**config.mk**
```make
export PLATFORM = sky130hd
export DESIGN_NAME = mtsed_ctrl
export DESIGN_NICKNAME = d
export VERILOG_FILES = /design/src/rtl/mtsed_pkg.sv /design/src/rtl/mtsed_ctrl.sv
export SDC_FILE = /design/constraint.sdc
export NUM_CORES = 1
export LEC_CHECK = 0
export BUFFER_PORTS_ARGS = -buffer_cell sky130_fd_sc_hd__buf_2
export CORE_AREA = 5 5 42 44
export DETAILED_ROUTE_END_ITERATION = 6
export DIE_AREA = 0 0 47 49
export SYNTH_ARGS = -nofsm -noshare
export SYNTH_HDL_FRONTEND = slang
export SYNTH_SLANG_ARGS = --single-unit
```
**constraint.sdc**
```tcl
create_clock -name i_clk -period 2.5 [get_ports i_clk]
set_clock_uncertainty 0.15 [all_clocks]
set_input_delay 0.5 -clock i_clk [delete_from_list [all_inputs] [get_ports i_clk]]
set_output_delay 0.5 -clock i_clk [all_outputs]
set_load 0.03 [all_outputs]
```
**src/rtl/mtsed_pkg.sv**
```systemverilog
package mtsed_pkg;

    localparam int SLOTS_DEF   = 10;
    localparam int SCALE_SHIFT = 12;
    localparam int POS_W       = 16;
    localparam int PROD_W      = SCALE_SHIFT + POS_W;
    localparam int SCALE_W     = 29;
    localparam int VALUE_W     = 32;
    localparam int KIND_W      = 5;
    localparam int CODE_W      = 10;
    localparam int CONTACT_W   = 4;
    localparam int CFG_IDX_W   = 2;

    localparam logic [KIND_W-1:0] EVK_SYNC = 5'd0;
    localparam logic [KIND_W-1:0] EVK_KEY  = 5'd1;
    localparam logic [KIND_W-1:0] EVK_ABS  = 5'd3;

    localparam logic [CODE_W-1:0] C_BTN_TOUCH = 10'd330;
    localparam logic [CODE_W-1:0] C_ABS_X     = 10'd0;
    localparam logic [CODE_W-1:0] C_ABS_Y     = 10'd1;
    localparam logic [CODE_W-1:0] C_MT_SLOT   = 10'd47;
    localparam logic [CODE_W-1:0] C_MT_POS_X  = 10'd53;
    localparam logic [CODE_W-1:0] C_MT_POS_Y  = 10'd54;
    localparam logic [CODE_W-1:0] C_MT_TRACK  = 10'd57;

    localparam logic [CFG_IDX_W-1:0] CFG_X_SCALE = 2'd0;
    localparam logic [CFG_IDX_W-1:0] CFG_Y_SCALE = 2'd1;
    localparam logic [CFG_IDX_W-1:0] CFG_MT_MODE = 2'd2;

    localparam logic [1:0] TS_RELEASED = 2'd0;
    localparam logic [1:0] TS_PRESSED  = 2'd1;
    localparam logic [1:0] TS_MOTION   = 2'd2;

    typedef enum logic [1:0] {
        ACT_IDLE     = 2'd0,
        ACT_POSITION = 2'd1,
        ACT_RELEASED = 2'd2,
        ACT_PRESSED  = 2'd3
    } t_action;

    typedef enum logic [1:0] {
        ST_IDLE,
        ST_EXEC,
        ST_WALK
    } t_state;

    typedef struct packed {
        logic capture;
        logic exec;
        logic walk;
        logic step;
        logic emit;
    } t_cmd;

    typedef struct packed {
        logic sync_go;
        logic hit;
        logic idx_end;
        logic out_free;
    } t_status;

endpackage

```
**src/rtl/mtsed_ctrl.sv**
```systemverilog
module mtsed_ctrl (
    input  logic               i_clk,
    input  logic               i_rst_n,
    input  logic               i_in_valid,
    output logic               o_in_ready,
    input  mtsed_pkg::t_status i_sts,
    output mtsed_pkg::t_cmd    o_cmd
);
    import mtsed_pkg::*;

    t_state r_state;
    t_state n_state;

    always_ff @(posedge i_clk) begin
        if (!i_rst_n) begin
            r_state <= ST_IDLE;
        end else begin
            r_state <= n_state;
        end
    end

    always_comb begin
        n_state    = r_state;
        o_cmd      = '0;
        o_in_ready = 1'b0;
        unique case (r_state)
            ST_IDLE: begin
                o_in_ready = 1'b1;
                if (i_in_valid) begin
                    o_cmd.capture = 1'b1;
                    n_state       = ST_EXEC;
                end
            end
            ST_EXEC: begin
                o_cmd.exec = 1'b1;
                if (i_sts.sync_go) begin
                    n_state = ST_WALK;
                end else begin
                    n_state = ST_IDLE;
                end
            end
            ST_WALK: begin
                o_cmd.walk = 1'b1;
                if (!i_sts.hit || i_sts.out_free) begin
                    o_cmd.step = 1'b1;
                    o_cmd.emit = i_sts.hit;
                    if (i_sts.idx_end) begin
                        n_state = ST_IDLE;
                    end
                end
            end
            default: begin
                n_state = ST_IDLE;
            end
        endcase
    end

`ifndef NO_ASSERTIONS
    a_capture_exec: assert property (@(posedge i_clk) disable iff (!i_rst_n)
        o_cmd.capture |=> (r_state == ST_EXEC))
        else $error("capture not followed by exec");
    a_emit_free: assert property (@(posedge i_clk) disable iff (!i_rst_n)
        o_cmd.emit |-> i_sts.out_free)
        else $error("emit into a full output register");
    a_cmd_excl: assert property (@(posedge i_clk) disable iff (!i_rst_n)
        $onehot0({o_cmd.capture, o_cmd.exec, o_cmd.walk}))
        else $error("overlapping commands");
`endif

endmodule

```
Word-level counts from Yosys, hierarchy flattened --
Cells that the tools add are included.
Cells by class: add/subtract/negate cells 0, multipliers 0, divide/modulo/power cells 0, order comparisons 0, eq/ne operators 5, shift-type cells 0, mux-type cells 11, bitwise gates (word level) 0, reductions and logical operators 4
Operators with widths (count):
- two-way mux 2 bit | 5
- inequality test 2 bit (second input constant) | 3
- one-hot mux 2 bit (3 select lines) | 1
- two-way mux 1 bit | 4
- two-way mux 3 bit | 1
- AND reduction 3 bit | 1
- equality test 2 x 1 -> 1 bit (second input constant) | 1
- equality test 2 bit (second input constant) | 1
- logical NOT 2 bit | 1
- logical NOT 1 bit | 1
- logical OR 1 bit | 1
Storage, ports and cells: flip-flop bits (word level) 2, latch bits 0, bits in writable memories 0, ROM bits 0, input bits 7, output and inout port bits 6, logic and storage cells 21, memories kept 0

Longest topological paths before layout --
Gate-level depths: netlist of run 1.
word-level depth 4, depth in mapped cells 3, depth with buffers taken out 3

Worst setup path before layout of run 1 --
Ideal clock, no wire load.
path kind flip-flop to output port, start reg r_state[1], end out o_cmd[4] in the netlist's numbering, arrival time 1.177 ns, data required time 1.850 ns, path slack 0.673 ns, stages on the path, launching flop included 3, buffers on the path 0, cell sequence dfxtp_1 -> nor2_1 -> and2_1
RTL lines:
- from (decl) | line mtsed_ctrl.sv:11 | t_state r_state;
- from (signal assigned) | line mtsed_ctrl.sv:18 | r_state <= n_state;
- to (decl) | line mtsed_ctrl.sv:7 | output mtsed_pkg::t_cmd o_cmd

==> results.sh, run 1 <==
export IMPL_outcome="finished clean"
export IMPL_rsz0062_at_grt="no"
export IMPL_p_leak_nw=0.127
export IMPL_dr_wl_met3_um=31
export IMPL_clock_latency_ns=0.22
export IMPL_place_congestion=0.631
export IMPL_peakVddDrop_mv=0.241
export IMPL_final_hold_violation_count=0
export IMPL_wire_per_inst_um=8.23
export IMPL_maxCapViolCount=0
export IMPL_grt_pass1_wl_um=662
export IMPL_clock_sinks=2
export IMPL_synth_main_ff_cell="dfxtp_1"
export IMPL_criticalPathCategory="reg -> out"
export IMPL_required_ns=1.85
export IMPL_cp_top_family="simple AND/OR/NAND/NOR gates"
export IMPL_synthCells=13
export IMPL_crit_fanout=4
export IMPL_p_seq_share_pct=26.1
export IMPL_largest_reg_flops=2
export IMPL_grt_use_total_pct=4.36
export IMPL_antenna_found_initial=0
export IMPL_post_cts_setup_buffers=0
export IMPL_synth_edf_count=0
export IMPL_synth_seq_area_share_pct=34.4
export IMPL_slowest_delay_ns=0.33
export IMPL_core_um2=1400
export IMPL_wl_um=362
export IMPL_io_buffers=12
export IMPL_path_cells="and2b_2 -> and3_1 -> buf_2"
export IMPL_synth_most_common_cell="and3_1"
export IMPL_worstHoldStart="i_in_valid"
export IMPL_critPathCaptureType="primary output"
export IMPL_hp_class="in -> reg"
export IMPL_r2r_cells=2
export IMPL_p_clk_share_pct=52.7
export IMPL_power_frac_comb_pct=21.2
export IMPL_ys_ff_latch=2
export IMPL_layout_drive_gt1_share_pct=60.7
export IMPL_dpl_cell_area_um2=196
export IMPL_synth_area_leaders="dfxtp_1 34%, and3_1 16%, nor2b_4 12%"
export IMPL_synthesis_nets=20
export IMPL_clkTransAtPathRegs_ns=0.03
export IMPL_hpwl_um=290
export IMPL_vias_per_cell=3.34
export IMPL_layout_min_cycle_time_ns=1.79
export IMPL_postRouteAntennaNets=0
export IMPL_synth_common_cells="3 x and3_1, 2 x dfxtp_1"
export IMPL_worstPathArrival_ns=1.14
export IMPL_top_regs="r_state (2)"
export IMPL_slew_headroom_pct=88.5
export IMPL_top_register="r_state"
export IMPL_whs_ns=0.367
export IMPL_io_pins=13
export IMPL_synth_top_area_share_pct=34.4
export IMPL_intPower_uw=98.1
export IMPL_reg2reg_to="r_state[1]"
export IMPL_cts_hold_buffers=0
export IMPL_sw_frac_of_total_pct=27.1
export IMPL_drt_iter0_drc=1
export IMPL_dieArea_um2=2300
export IMPL_r2r_setup_slack_ns=1.46
export IMPL_dr_total_vias=147
export IMPL_hold_depth=2
export IMPL_first_pass_iters=2
export IMPL_cts_repair_resized=0
export IMPL_crit_path_start="r_state[0]"
export IMPL_ys_types=10
export IMPL_finalSetupTns_ns=0
export IMPL_highest_layer="met4"
export IMPL_startpoint_type="flop"
export IMPL_yosys_area_top_type="dfxtp_1"
export IMPL_tritoncts="built"
export IMPL_cts_max_path_buffers=2
export IMPL_power_density_nw_per_um2=615
export IMPL_synth_area_per_cell_um2=8.95
export IMPL_met1Wirelength_um=114
export IMPL_grt_pass1_vias=167
export IMPL_fin_nets=37
export IMPL_r2r_start="r_state[0]"
export IMPL_slew_viol_final=0
export IMPL_wl_met2_um=210
export IMPL_ys_warn_count=0
export IMPL_syn2layout_area_growth_pct=88.2
export IMPL_cts_htree_levels=1
export IMPL_cp_buffers_inverters=1
export IMPL_clockRootBuffer="clkbuf_4"
export IMPL_critical_path_slowest_cell="dfxtp_1"
export IMPL_grt_max_degree=5
export IMPL_synthesis_area_um2=116
export IMPL_row_count=14
export IMPL_async_flop_share_pct=0
export IMPL_clock_fmax_mhz=558
export IMPL_hold_end="r_state[0]"
export IMPL_netSwitchingPower_uw=36.6
export IMPL_grt_ovfl_total=0
export IMPL_drc=0
export IMPL_setup_violations=0
export IMPL_fin_crit_sh_pct=71.7
export IMPL_cts_buffers=3
export IMPL_start_util_pct=8.30
export IMPL_worst_slew_pin_slew_ns=0.171
export IMPL_die_h_um=49
export IMPL_antenna_cells=0
export IMPL_dieWidth_um=47
export IMPL_postLayoutCellArea_um2=219
[cells in the final DEF, fill, tap and decap left out, drive strengths merged]
cell type and instances:
a31o 1, and2 1, and2b 1, and3 3
buf 12, clkbuf 3, dfxtp 2, inv 1
nor2 1, nor2b 1, o21a 1, o21ai 1
[metal layers]
metal  GRT usage [%]  up-vias
li1                -       76
met1            2.84       64
met2            6.56        5
met3            2.95        2
met4            5.53        0
met5               0        -
[stage by stage]
step | power (mW) | std cells | setup slack (ns) | util [%]
after floorplan | 0.0534 | 13 | 0.673 | -
after global placement | 0.0643 | 41 | 0.908 | 14.0
after detailed placement | 0.0646 | 41 | 0.907 | 14.0
after CTS | 0.140 | 44 | 0.694 | 15.6
after global routing | 0.148 | 44 | 0.642 | 15.6
final | 0.135 | 44 | 0.708 | 15.6
[kinds of logic (layout without fill, tap and decap cells)]
logic type | count (synthesis) | in the layout | share of synthesized area (%)
and+or+nand+nor | 7 | 7 | 44.1
AOI/OAI and AO/OA | 3 | 3 | 18.3
DFF | 2 | 2 | 34.4
buffers and inverters | 1 | 16 | 3.22
[worst max-delay path by stage]
stage               endpoint  cells after the start
floorplan           o_cmd[4]                      2
global placement    o_cmd[1]                      3
detailed placement  o_cmd[1]                      4
CTS                 o_cmd[0]                      3
global route        o_cmd[0]                      3
finish              o_cmd[0]                      3
[power by group through the flow]
stage,clock network [mW],registers [mW],logic [mW]
floorplan,0,0.0354,0.0180
global placement,0,0.0356,0.0287
detailed placement,0,0.0356,0.0290
CTS,0.0760,0.0352,0.0290
global route,0.0816,0.0356,0.0309
finish,0.0710,0.0352,0.0285
[area by class of cell]
| cell class | count | area (um^2) |
|---|---|---|
| fill | 176 | 1180 |
| multi-input combinational | 10 | 72.6 |
| timing repair buffer | 12 | 60.1 |
| sequential | 2 | 40.0 |
| clock buffer | 3 | 22.5 |
| tap | 16 | 20.0 |
| inverter | 1 | 3.75 |
Note: power is estimated with default switching activity, not from simulation.
==> run 2, diff against run 1 <==
==> constraint.sdc (replaced) <==
create_clock -name i_clk -period 1.6 [get_ports i_clk]
set_clock_uncertainty 0.15 [all_clocks]
set_input_delay 0.32 -clock i_clk [delete_from_list [all_inputs] [get_ports i_clk]]
set_output_delay 0.32 -clock i_clk [all_outputs]
set_load 0.03 [all_outputs]
==> run 2 against run 1 <==
Compared with the run above: power up 58%; flip-flop and latch count unchanged; clock power up 56%; register-to-register slack worse by 1.0 ns; sequential share of layout area down 0.76 points; core utilization up 1.7 points; global-route usage down 0.70 points; setup slack worse by 0.67 ns; largest cell class unchanged; die area unchanged.
==> results.sh, run 2 (synthesized netlist as in run 1, its figures left out) <==
export IMPL_outcome="finished clean"
export IMPL_power_uw=213
export IMPL_row_count=14
export IMPL_wl_um=371
export IMPL_core_um2=1400
export IMPL_cts_max_path_buffers=2
export IMPL_layout_common_cells="11 x buf_2, 3 x clkbuf_4, 2 x and3_1, 2 x dfxtp_2"
export IMPL_cts_hold_buffers=0
export IMPL_hold_depth=2
export IMPL_slew_viol_final=0
export IMPL_top_regs="r_state (2)"
export IMPL_grt_use_total_pct=3.66
export IMPL_vias_per_cell=3.56
export IMPL_io_buffers=12
export IMPL_dieWidth_um=47
export IMPL_drc=0
export IMPL_required_ns=1.13
export IMPL_layout_min_cycle_time_ns=1.56
export IMPL_critical_path_slowest_cell="dfxtp_2"
export IMPL_clock_sinks=2
export IMPL_finalSetupTns_ns=0
export IMPL_power_density_nw_per_um2=879
export IMPL_wire_per_inst_um=8.24
export IMPL_criticalPathCategory="reg -> out"
export IMPL_hp_class="in -> reg"
export IMPL_cp_top_family="simple AND/OR/NAND/NOR gates"
export IMPL_startpoint_type="flop"
export IMPL_grt_max_degree=5
export IMPL_drt_iter0_drc=0
export IMPL_maxCapViolCount=0
export IMPL_antenna_found_initial=0
export IMPL_postRouteAntennaNets=0
export IMPL_fin_nets=38
export IMPL_cts_buffers=3
export IMPL_clockRootBuffer="clkbuf_4"
export IMPL_rsz0062_at_grt="no"
export IMPL_grt_ovfl_total=0
export IMPL_dr_total_vias=160
export IMPL_place_congestion=0.615
export IMPL_final_hold_violation_count=0
export IMPL_slew_headroom_pct=89.7
export IMPL_final_core_util_pct=17.3
export IMPL_clkTransAtPathRegs_ns=0.03
export IMPL_worst_path_stages=3
export IMPL_die_h_um=49
export IMPL_r2r_cells=3
export IMPL_syn2layout_area_growth_pct=109
export IMPL_whs_ns=0.194
export IMPL_cp_buffers_inverters=1
export IMPL_p_leak_nw=0.132
export IMPL_slowest_delay_ns=0.33
export IMPL_largest_reg_flops=2
export IMPL_grt_pass1_wl_um=517
export IMPL_setup_violations=0
export IMPL_fin_cells=45
export IMPL_first_pass_iters=1
export IMPL_clock_latency_ns=0.22
export IMPL_peakVddDrop_mv=0.353
export IMPL_tritoncts="built"
export IMPL_final_common_cell="buf_2"
export IMPL_critPathCaptureType="primary output"
export IMPL_clock_fmax_mhz=641
export IMPL_dieArea_um2=2300
export IMPL_top_register="r_state"
export IMPL_cts_htree_levels=1
export IMPL_path_cells="and2b_2 -> and3_4 -> buf_6"
export IMPL_worstPathArrival_ns=1.09
export IMPL_crit_fanout=3
export IMPL_start_util_pct=8.30
export IMPL_worst_slew_pin_slew_ns=0.153
export IMPL_fin_crit_sh_pct=97.5
export IMPL_antenna_cells=0
export IMPL_io_pins=13
export IMPL_dp_cells=41
export IMPL_layout_drive_gt1_share_pct=75.9
export IMPL_grt_pass1_vias=159
run 2: cell types whose count changed in the layout (fill, tap and decap cells not counted), sizes merged:
| cell | previous run | this run |
|---|---|---|
| buf | 12 | 13 |
run 2: stage by stage:
stage / area [um^2] / worst slack (ns)
4_1_cts: 229 / 0.0129
3_5_place_dp: 199 / 0.209
3_3_place_gp: 199 / 0.206
2_1_floorplan: 119 / 0.118
6_report: 243 / 0.0396
5_1_grt: 243 / 0.00426
run 2: worst paths after layout:
kind | slack, ns | from | end
setup / recovery | 0.04 | r_state[0] | o_cmd[0]
hold / removal | 0.19 | i_rst_n | r_state[1]
setup reg to reg | 0.46 | r_state[0] | r_state[1]
hold reg to reg | 0.43 | r_state[0] | r_state[0]
run 2: area by class of cell:
type	count	area [um^2]
fillers	162	1160
flip-flops and latches	2	42.5
clock buffers	3	22.5
well taps	16	20.0
multi-input cells	10	80.1
repair buffers	13	73.8
inverters	1	3.75
run 2: what timing repair did:
| action | in CTS | in global routing |
|---|---|---|
| gates resized for setup | 3 | 2 |
| endpoints found under the setup margin | 1 | 2 |
| pin swaps | 0 | 0 |
| buffers inserted | 0 | 1 |
run 2: per-layer routing:
metal  vias up  part of all wire, %  global-route usage [%]
li1         79                    -                       -
met1        71                   36                    2.63
met2         8                   53                    4.98
met3         2                  6.2                    2.21
met4         0                  3.8                    5.53
met5         -                    0                       0
run 2: power breakdown:
part / switching [mW] / internal, mW
sequential: 0.00245 / 0.0534
combinational: 0.0273 / 0.0197
clock: 0.0279 / 0.0827
