$ cat config.mk
export PLATFORM = sky130hd
export DESIGN_NAME = mtsed_datapath
export DESIGN_NICKNAME = d
export VERILOG_FILES = /design/src/rtl/mtsed_pkg.sv /design/src/rtl/mtsed_datapath.sv
export SDC_FILE = /design/constraint.sdc
export NUM_CORES = 2
export LEC_CHECK = 0
export ABC_AREA = 0
export BUFFER_PORTS_ARGS = -buffer_cell sky130_fd_sc_hd__buf_2
export CAP_MARGIN = 30
export CORE_MARGIN = 2
export CORE_UTILIZATION = 64
export DETAILED_ROUTE_END_ITERATION = 10
export PLACE_DENSITY_LB_ADDON = 0.15
export SYNTH_ARGS = -nofsm -noshare
export SYNTH_HDL_FRONTEND = slang
export SYNTH_SLANG_ARGS = --single-unit
export TNS_END_PERCENT = 30
$ cat constraint.sdc
create_clock -name i_clk -period 8.5 [get_ports i_clk]
set_input_delay 0 -clock i_clk [delete_from_list [all_inputs] [get_ports i_clk]]
set_output_delay 0 -clock i_clk [all_outputs]
set_load 0.02 [all_outputs]
$ cat src/rtl/mtsed_pkg.sv
package mtsed_pkg;

    localparam int SLOTS_DEF   = 10;
    localparam int SCALE_SHIFT = 12;
    localparam int POS_W       = 16;
    localparam int PROD_W      = SCALE_SHIFT + POS_W;
    localparam int SCALE_W     = 29;
    localparam int VALUE_W     = 32;
    localparam int KIND_W      = 5;
    localparam int CODE_W      = 10;
    localparam int CONTACT_W   = 4;
    localparam int CFG_IDX_W   = 2;

    localparam logic [KIND_W-1:0] EVK_SYNC = 5'd0;
    localparam logic [KIND_W-1:0] EVK_KEY  = 5'd1;
    localparam logic [KIND_W-1:0] EVK_ABS  = 5'd3;

    localparam logic [CODE_W-1:0] C_BTN_TOUCH = 10'd330;
    localparam logic [CODE_W-1:0] C_ABS_X     = 10'd0;
    localparam logic [CODE_W-1:0] C_ABS_Y     = 10'd1;
    localparam logic [CODE_W-1:0] C_MT_SLOT   = 10'd47;
    localparam logic [CODE_W-1:0] C_MT_POS_X  = 10'd53;
    localparam logic [CODE_W-1:0] C_MT_POS_Y  = 10'd54;
    localparam logic [CODE_W-1:0] C_MT_TRACK  = 10'd57;

    localparam logic [CFG_IDX_W-1:0] CFG_X_SCALE = 2'd0;
    localparam logic [CFG_IDX_W-1:0] CFG_Y_SCALE = 2'd1;
    localparam logic [CFG_IDX_W-1:0] CFG_MT_MODE = 2'd2;

    localparam logic [1:0] TS_RELEASED = 2'd0;
    localparam logic [1:0] TS_PRESSED  = 2'd1;
    localparam logic [1:0] TS_MOTION   = 2'd2;

    typedef enum logic [1:0] {
        ACT_IDLE     = 2'd0,
        ACT_POSITION = 2'd1,
        ACT_RELEASED = 2'd2,
        ACT_PRESSED  = 2'd3
    } t_action;

    typedef enum logic [1:0] {
        ST_IDLE,
        ST_EXEC,
        ST_WALK
    } t_state;

    typedef struct packed {
        logic capture;
        logic exec;
        logic walk;
        logic step;
        logic emit;
    } t_cmd;

    typedef struct packed {
        logic sync_go;
        logic hit;
        logic idx_end;
        logic out_free;
    } t_status;

endpackage

$ cat src/rtl/mtsed_datapath.sv
module mtsed_datapath #(
    parameter int SLOTS = mtsed_pkg::SLOTS_DEF
) (
    input  logic                                 i_clk,
    input  logic                                 i_rst_n,
    input  logic                                 i_cfg_we,
    input  logic [mtsed_pkg::CFG_IDX_W-1:0]      i_cfg_index,
    input  logic [mtsed_pkg::SCALE_W-1:0]        i_cfg_data,
    input  logic [mtsed_pkg::KIND_W-1:0]         i_kind,
    input  logic [mtsed_pkg::CODE_W-1:0]         i_event_code,
    input  logic signed [mtsed_pkg::VALUE_W-1:0] i_event_value,
    input  mtsed_pkg::t_cmd                      i_cmd,
    output mtsed_pkg::t_status                   o_sts,
    input  logic                                 i_out_ready,
    output logic                                 o_out_valid,
    output logic [mtsed_pkg::CONTACT_W-1:0]      o_contact_index,
    output logic [1:0]                           o_touch_state,
    output logic [mtsed_pkg::POS_W-1:0]          o_pos_x,
    output logic [mtsed_pkg::POS_W-1:0]          o_pos_y,
    output logic                                 o_last_in_run
);
    import mtsed_pkg::*;

    localparam int SW = (SLOTS + 1 > 1) ? $clog2(SLOTS + 1) : 1;

    logic [SCALE_W-1:0] r_x_scale;
    logic [SCALE_W-1:0] r_y_scale;
    logic               r_mt_mode;

    logic [KIND_W-1:0]  r_kind;
    logic [CODE_W-1:0]  r_code;
    logic [VALUE_W-1:0] r_val;

    logic [POS_W-1:0] r_sx  [0:SLOTS];
    logic [POS_W-1:0] r_sy  [0:SLOTS];
    t_action          r_act [0:SLOTS];
    logic [POS_W-1:0] n_sx  [0:SLOTS];
    logic [POS_W-1:0] n_sy  [0:SLOTS];
    t_action          n_act [0:SLOTS];

    logic [SW-1:0] r_cur_slot, n_cur_slot;
    logic          r_inv, n_inv;
    logic          r_pend, n_pend;
    logic [SW-1:0] r_walk_idx, n_walk_idx;

    logic                 r_out_valid;
    logic [CONTACT_W-1:0] r_contact;
    logic [1:0]           r_tstate;
    logic [POS_W-1:0]     r_px;
    logic [POS_W-1:0]     r_py;
    logic                 r_last;

    logic [SW-1:0]     rd_idx;
    t_action           rd_act;
    logic              val_nz;
    logic              val_neg;
    logic              pos_x_hit;
    logic              pos_y_hit;
    logic              slot_ok;
    logic [PROD_W-1:0] mul_a;
    logic [PROD_W-1:0] mul_b;
    logic [PROD_W-1:0] prod;
    logic [POS_W-1:0]  scaled;
    logic              above;
    logic [SW-1:0]     idx_m1;
    logic [1:0]        emit_state;

    always_ff @(posedge i_clk) begin
        if (!i_rst_n) begin
            r_x_scale <= '0;
            r_y_scale <= '0;
            r_mt_mode <= 1'b0;
        end else if (i_cfg_we) begin
            unique case (i_cfg_index)
                CFG_X_SCALE: r_x_scale <= i_cfg_data;
                CFG_Y_SCALE: r_y_scale <= i_cfg_data;
                CFG_MT_MODE: r_mt_mode <= i_cfg_data[0];
                default: ;
            endcase
        end
    end

    always_ff @(posedge i_clk) begin
        if (i_cmd.capture) begin
            r_kind <= i_kind;
            r_code <= i_event_code;
            r_val  <= $unsigned(i_event_value);
        end
    end

    assign rd_idx    = i_cmd.walk ? r_walk_idx : r_cur_slot;
    assign rd_act    = r_act[rd_idx];
    assign val_nz    = |r_val;
    assign val_neg   = r_val[VALUE_W-1];
    assign pos_x_hit = ((r_code == C_ABS_X) && !r_mt_mode) || (r_code == C_MT_POS_X);
    assign pos_y_hit = ((r_code == C_ABS_Y) && !r_mt_mode) || (r_code == C_MT_POS_Y);
    assign slot_ok   = (&r_val) || (!val_neg && (r_val < VALUE_W'(SLOTS)));
    assign mul_a     = pos_y_hit ? r_y_scale[PROD_W-1:0] : r_x_scale[PROD_W-1:0];
    assign mul_b     = r_val[PROD_W-1:0];
    assign prod      = mul_a * mul_b;
    assign scaled    = prod[PROD_W-1:SCALE_SHIFT];
    assign idx_m1    = r_walk_idx - SW'(1);

    always_comb begin
        above = 1'b0;
        for (int j = 1; j <= SLOTS; j++) begin
            if ((SW'(j) > r_walk_idx) && (r_act[j] != ACT_IDLE)) begin
                above = 1'b1;
            end
        end
    end

    always_comb begin
        unique case (rd_act)
            ACT_RELEASED: emit_state = TS_RELEASED;
            ACT_PRESSED:  emit_state = TS_PRESSED;
            default:      emit_state = TS_MOTION;
        endcase
    end

    always_comb begin
        n_sx       = r_sx;
        n_sy       = r_sy;
        n_act      = r_act;
        n_cur_slot = r_cur_slot;
        n_inv      = r_inv;
        n_pend     = r_pend;
        n_walk_idx = r_walk_idx;
        if (i_cmd.exec) begin
            case (r_kind)
                EVK_KEY: begin
                    if (r_code == C_BTN_TOUCH) begin
                        n_pend = 1'b1;
                        if (!r_inv) begin
                            n_act[r_cur_slot] = val_nz ? ACT_PRESSED : ACT_RELEASED;
                        end
                        if (!val_nz) begin
                            n_cur_slot = '0;
                            n_inv      = 1'b0;
                        end else if (!r_inv && (r_cur_slot == '0)) begin
                            n_sx[1]    = r_sx[0];
                            n_sy[1]    = r_sy[0];
                            n_act[1]   = ACT_PRESSED;
                            n_cur_slot = SW'(1);
                        end
                    end
                end
                EVK_ABS: begin
                    if (pos_x_hit || pos_y_hit) begin
                        n_pend = 1'b1;
                        if (!r_inv) begin
                            if (pos_x_hit) begin
                                n_sx[r_cur_slot] = scaled;
                            end else begin
                                n_sy[r_cur_slot] = scaled;
                            end
                            if (rd_act == ACT_IDLE) begin
                                n_act[r_cur_slot] = ACT_POSITION;
                            end
                        end
                    end else if (r_code == C_MT_SLOT) begin
                        if (slot_ok) begin
                            n_cur_slot = r_val[SW-1:0] + SW'(1);
                            n_inv      = 1'b0;
                        end else begin
                            n_inv = 1'b1;
                        end
                    end else if (r_code == C_MT_TRACK) begin
                        n_pend = 1'b1;
                        if (!r_inv) begin
                            n_act[r_cur_slot] = val_neg ? ACT_RELEASED : ACT_PRESSED;
                        end
                        if (val_neg) begin
                            n_cur_slot = '0;
                            n_inv      = 1'b0;
                        end
                    end
                end
                EVK_SYNC: begin
                    if (r_pend) begin
                        n_pend     = 1'b0;
                        n_walk_idx = SW'(1);
                    end
                end
                default: ;
            endcase
        end
        if (i_cmd.emit) begin
            n_act[r_walk_idx] = ACT_IDLE;
        end
        if (i_cmd.step) begin
            n_walk_idx = r_walk_idx + SW'(1);
        end
    end

    always_ff @(posedge i_clk) begin
        if (!i_rst_n) begin
            for (int k = 0; k <= SLOTS; k++) begin
                r_sx[k]  <= '0;
                r_sy[k]  <= '0;
                r_act[k] <= ACT_IDLE;
            end
            r_cur_slot <= '0;
            r_inv      <= 1'b0;
            r_pend     <= 1'b0;
            r_walk_idx <= SW'(1);
        end else begin
            r_sx       <= n_sx;
            r_sy       <= n_sy;
            r_act      <= n_act;
            r_cur_slot <= n_cur_slot;
            r_inv      <= n_inv;
            r_pend     <= n_pend;
            r_walk_idx <= n_walk_idx;
        end
    end

    always_ff @(posedge i_clk) begin
        if (!i_rst_n) begin
            r_out_valid <= 1'b0;
        end else if (i_cmd.emit) begin
            r_out_valid <= 1'b1;
        end else if (i_out_ready) begin
            r_out_valid <= 1'b0;
        end
    end

    always_ff @(posedge i_clk) begin
        if (i_cmd.emit) begin
            r_contact <= CONTACT_W'(idx_m1);
            r_tstate  <= emit_state;
            r_px      <= r_sx[r_walk_idx];
            r_py      <= r_sy[r_walk_idx];
            r_last    <= !above;
        end
    end

    assign o_sts.sync_go  = (r_kind == EVK_SYNC) && r_pend;
    assign o_sts.hit      = (rd_act != ACT_IDLE);
    assign o_sts.idx_end  = (r_walk_idx == SW'(SLOTS));
    assign o_sts.out_free = !r_out_valid || i_out_ready;

    assign o_out_valid     = r_out_valid;
    assign o_contact_index = r_contact;
    assign o_touch_state   = r_tstate;
    assign o_pos_x         = r_px;
    assign o_pos_y         = r_py;
    assign o_last_in_run   = r_last;

`ifndef NO_ASSERTIONS
    a_cur_range: assert property (@(posedge i_clk) disable iff (!i_rst_n)
        r_cur_slot <= SW'(SLOTS))
        else $error("current slot out of range");
    a_emit_valid: assert property (@(posedge i_clk) disable iff (!i_rst_n)
        i_cmd.emit |=> o_out_valid)
        else $error("emitted report not presented");
    a_walk_idx: assert property (@(posedge i_clk) disable iff (!i_rst_n)
        i_cmd.walk |-> (r_walk_idx != '0))
        else $error("walk visits the temporary slot");
`endif

endmodule

Word level (Yosys, flattened, before mapping)
Index checks and enable logic that the tools add are counted.
Storage, ports and cells
  bits in registers: 528
  bits in latches: 0
  RAM bits: 0
  bits in read-only memories: 0
  input bits: 87
  output and inout bits: 44
  word-level logic and storage cells: 258
  memories kept: 0
Operators by class
  $add $sub $neg: 3
  multiply operators: 1
  div/mod/pow operators: 0
  order comparisons: 16
  equal/unequal tests: 28
  shift-type cells: 0
  mux-type cells: 89
  bitwise operators: 10
  reduce and logical (&&, ||, !) cells: 62
Operators with widths (count)
  160-bit two-way mux: 6
  176-bit bitwise mux: 2
  22-bit two-way mux: 10
  16-bit two-way mux: 11
  16-bit binary-select mux with 4-bit select: 2
  16-bit demux with 4-bit select: 1
  16-bit case mux with 2 select lines: 2
  4-bit two-way mux: 13
  22-bit bitwise mux: 2
  22-bit case mux with 2 select lines: 1
  10-bit by 6-bit equality test with 1-bit output, second input constant: 4
  32-bit by 4-bit less-than comparator with 1-bit output, second input constant: 1
  32-bit AND reduction: 1
  2-bit nonzero test: 16
  32-bit OR reduction: 1
  28-bit by 28-bit multiplier with 28-bit output: 1
  28-bit two-way mux: 1
  1-bit two-way mux: 25
  8-bit AND reduction: 3
  22-bit AND: 1
  22-bit inverter: 1
  2-bit != test, second input constant: 9
  3-bit != test, second input constant: 6
  1-bit logical AND: 17
  other kinds (38): 72

Longest topological paths before layout
  depth after elaboration: 14
  mapped depth: 34

Worst setup path before layout
Ideal clock, no wire load.
  kind: register -> register
  start: register r_code[5]
  end: register r_sy[14] in the netlist's numbering
  arrival time: 7.732 ns
  path slack: 0.698 ns
  stages on the path, launching flop included: 30
  buffers on the path: 4
  cell sequence: edfxtp_1 > nor4_4 > nand4_4 > nand2_4 > buf_6 > buf_6 > mux2_1 > clkbuf_1 > and2_1 > fa_1 > fa_1 > fa_1 > inv_1 > fa_1 > inv_1 > fa_1 > fa_1 > inv_1 > fa_1 > inv_1 > ha_1 > a21o_1 > a211o_1 > o41ai_4 > o311ai_2 > a21oi_1 > xnor2_1 > buf_2 > nand2_1 > a21oi_1
On the way
  longest elaborated chain between the ends: 6
Ends and longest elaborated chain
  start, declared: line mtsed_datapath.sv:31  | logic [CODE_W-1:0] r_code;
  start signal, assigned: line mtsed_datapath.sv:86  | r_code <= i_event_code;
  10-bit by 1-bit equality test with 1-bit output: line mtsed_datapath.sv:96  | assign pos_y_hit = ((r_code == C_ABS_Y) && !r_mt_mode) || (r_code == C_MT_POS_Y);
  1-bit logical AND: line mtsed_datapath.sv:96
  1-bit logical OR: line mtsed_datapath.sv:96
  28-bit two-way mux: line mtsed_datapath.sv:98  | assign mul_a = pos_y_hit ? r_y_scale[PROD_W-1:0] : r_x_scale[PROD_W-1:0];
  28-bit by 28-bit multiplier with 28-bit output: line mtsed_datapath.sv:100  | assign prod = mul_a * mul_b;
  176-bit bitwise mux: line mtsed_datapath.sv:155  | n_sy[r_cur_slot] = scaled;
  end signal, assigned: line mtsed_datapath.sv:209  | r_sy <= n_sy;
  end, declared: line mtsed_datapath.sv:35  | logic [POS_W-1:0] r_sy [0:SLOTS];
Parallel ways exist; a longest one is shown, timed or not.
A chain may end at the register's enable or synchronous reset.

Final worst setup path
  start: register r_code[7]
  end: register r_sx[159] in the netlist's numbering
On the way
  longest elaborated chain between the ends: 10
Ends and longest elaborated chain
  10-bit by 1-bit equality test with 1-bit output: line mtsed_datapath.sv:96
  1-bit logical AND: line mtsed_datapath.sv:96
  1-bit logical OR: line mtsed_datapath.sv:96
  28-bit two-way mux: line mtsed_datapath.sv:98
  28-bit by 28-bit multiplier with 28-bit output: line mtsed_datapath.sv:100
  176-bit bitwise mux: line mtsed_datapath.sv:153  | n_sx[r_cur_slot] = scaled;
  160-bit two-way mux: line mtsed_datapath.sv:152  | if (pos_x_hit) begin
  160-bit two-way mux: line mtsed_datapath.sv:151  | if (!r_inv) begin
  160-bit two-way mux: line mtsed_datapath.sv:149  | if (pos_x_hit || pos_y_hit) begin
  16-bit case mux with 2 select lines: line mtsed_datapath.sv:130  | case (r_kind)
  end signal, assigned: line mtsed_datapath.sv:208  | r_sx <= n_sx;
  end, declared: line mtsed_datapath.sv:34  | logic [POS_W-1:0] r_sx [0:SLOTS];
Parallel ways exist; a longest one is shown, timed or not. The select of a mux whose other input is x is not followed.

==> flow_summary_export.csv <==
group,metric,value,unit
synth,yosysSeqAreaShare,32.1,%
sta,setup_violations,0,
floorplan,dieArea,57600,µm²
synth,synth-edff-count,86,
power,pwr-share-clk,36.1,%
synth,syn_inst,4126,
setup_path,cp_slowest_cell,"fa_1",
power,cellPowerDensity,173,nW/µm²
grt,grt_antenna_before_repair,3,
synth,ys_types,76,
cells_and_area,drive_gt1_share,12.3,%
setup_path,crit_top_cell,"fa_1",
floorplan,rows,86,
floorplan,io_pins,131,
cells_and_area,areaGrowthSynthToFinish,14.2,%
synth,ys_top_cells_by_area,"dfxtp_1 25%, fa_1 17%, nand2_1 10%",
power,vdd_ir_drop_max,0.000225,V
setup_path,worstPathRequired,9.05,ns
route,vias,30800,
clock_network,cts.sinks,528,
power,power_switching,2330,µW
synth,syn-cell-area,35700,µm²
synth,synth.top_cell.area_share,24.8,%
sta,period_needed,8.48,ns
synth,synthFlopType,"dfxtp_1",
clock_network,cts_made_buffers,54,
sta,tns,0,ns
synth,synth_seq_cells,528,
clock_network,clk_pin_slew,0.07,ns
sta,worst_pin_slew,1.12,ns
route,drt_iter0_markers,4014,
grt,grt_pass1_vias,30200,
power,leakagePower,0.0167,µW
cells_and_area,final_common_cell,"nand2_1",
cells_and_area,mostFrequentLayoutCells,"969 x nand2_1, 452 x a21oi_1, 439 x dfxtp_1",
cells_and_area,seq_area,11400,µm²
floorplan,coreArea,55100,µm²
grt,grt_overflow,0,
cells_and_area,stdcell_count,5057,
sta,fin_ws,0.0202,ns
route,wire_per_inst,21.8,µm
setup_path,critPathMaxFanout,15,
setup_path,path_class,"flip-flop to flip-flop",
placed_design,post-place-cells,4829,
route,first_pass_iters,7,
power,pwr-share-comb,26.0,%
floorplan,fp.dieH,240,µm
sta,finClkSkew,0.0254,ns
placed_design,dp_hpwl,71.2,mm
flow_run,maxCapViolCount,0,
setup_path,path_delay_family,"adder cells",
setup_path,critPathArrivalTime,9.03,ns
min_path,worstHoldPathType,"primary input to flip-flop",
placed_design,portBuffers,129,
grt,grtUsageTotal,38.0,%
clock_network,h-tree-depth,2,
synth,synth_fp_nets,4624,
clock_network,clkLatencyLatePin,0.63,ns
placed_design,place_ws,-0.101,ns
synth,yosysTopAreaCell,"dfxtp_1",
cells_and_area,multi_input_area,22000,µm²
synth,yosysWarnings,0,
sta,slew_viol_final,0,
route,via_per_inst,6.10,
sta,rsz0062_at_grt,"true",
power,seqPwrFrac,37.9,%
sta,slew_headroom,25.4,%
placed_design,place.gp.congestion,0.980,
synth,postSynthAreaPerCell,8.64,µm²
route,drc,0,
synth,async_reset_ff_share,0,%
sta,timing.fmax,118,MHz
clock_network,cts_root_buffer,"clkbuf_16",
cells_and_area,fillerInstances,4039,
setup_path,critical-path-max-stage-delay,0.56,ns
sta,hold_violations,0,
grt,grt_first_pass_wirelength,168,mm
clock_network,clock_path_buffers,3,
setup_path,endpoint_kind,"flip-flop",
setup_path,worstSetupStartpointType,"flip-flop",
floorplan,start_util,64.7,%
clock_network,cts_tree,"yes",
run_status,status,"finished clean",
floorplan,fp.dieW,240,µm
sta,min_period_over_period,99.8,%
power,p_sw_share,33.0,%
route,ant_nets,0,
cells_and_area,final_nets,4758,
power,internal_power,4730,µW
route,drt_wl_total,110,mm
setup_path,cp_num_buf_inv,10,
grt,grt_max_degree,95,
-- sequential cells by signal, summed over array words and instances (netlist names), 2 cells and up --
name             flops
r_sy               176
r_kind               5
r_y_scale           28
r_walk_idx           4
o_contact_index      4
o_touch_state        2
r_code              10
r_cur_slot           4
r_act               22
r_val               32
o_pos_x             16
r_sx               176
o_pos_y             16
r_x_scale           28
-- routing by layer --
| layer | vias to the layer above | global-route usage, % | wire [µm] |
|---|---|---|---|
| li1 | 13700 | - | - |
| met1 | 14900 | 52.9 | 43200 |
| met2 | 1941 | 57.9 | 48200 |
| met3 | 296 | 9.72 | 14600 |
| met4 | 0 | 13.2 | 4090 |
| met5 | - | 0 | 0 |
-- cell usage after synthesis, drive strengths merged (5+ instances only) --
cell type and count:
ha 109, a22oi 29, xnor2 41, a32oi 8, mux2 23, o32ai 8, edfxtp 86, mux4 66
inv 412, o21ai 87, a21oi 454, or3 7, nor4 13, nand4 23, o221ai 7, and2 204
clkbuf 241, nand2 977, o211a 11, dfxtp 442, nor3 27, xnor3 5, nor2 182, buf 35
a211oi 51, xor2 14, and3 10, a21boi 7, nand3 26, mux2i 82, a31oi 15, nand2b 12
nor2b 17, fa 302, o22ai 39, a21o 11
-- stage by stage --
step	hold slack, ns	power (µW)	utilization (%)	instance area [µm²]
after floorplan	0.0989	3680	-	35700
after global placement	0.177	4310	67.3	37100
after detailed placement	0.178	4350	67.7	37300
after CTS	0.0230	6910	72.9	40100
after global routing	0.0616	7270	73.9	40700
final	0.0265	7060	73.9	40700
-- cell families after synthesis --
family / count (synthesis) / share of synthesized area [%]
flops: 528 / 32.1
simple gates: 1514 / 18.5
compound gates: 754 / 12.4
mux: 171 / 7.23
buf+inv: 688 / 7.37
xor+xnor: 60 / 1.67
fa+ha+maj: 411 / 20.8
-- path summary, 6_finish.rpt --
check	from	endpoint	slack, ns	cells past startpoint
setup / recovery	r_code[7]$_DFFE_PP_	r_sx[159]$_SDFFE_PN0P_	0.02	32
hold / removal	i_cmd[0]	o_pos_y[5]$_DFFE_PP_	0.03	2
setup reg to reg	r_code[7]$_DFFE_PP_	r_sx[159]$_SDFFE_PN0P_	0.02	32
hold reg to reg	r_sy[68]$_SDFFE_PN0P_	r_sy[68]$_SDFFE_PN0P_	0.45	2
-- timing repair --
item,in CTS,in global routing
setup buffers,4,18
hold buffers,90,0
resized for setup,1,48
pin swaps,2,27
endpoints found under the setup margin,12,171
gates cloned,0,6
endpoints found under the hold margin,147,0
-- power groups by stage --
stage / Clock (µW) / Combinational [µW] / Sequential [µW]
global placement: 0 / 1580 / 2730
global route: 2650 / 1950 / 2680
detailed placement: 0 / 1630 / 2720
CTS: 2540 / 1690 / 2670
floorplan: 0 / 1000 / 2670
finish: 2550 / 1830 / 2680
-- layout make-up --
class,instances,area share [%]
diodes,4,0.0246
clock buffers,72,3.76
clock inverters,29,0.894
inverters,412,3.82
multi-input cells,2914,54.0
flip-flops and latches,528,28.1
well taps,748,2.30
repair buffers,350,7.09
Power figures use the tool's default switching activity.
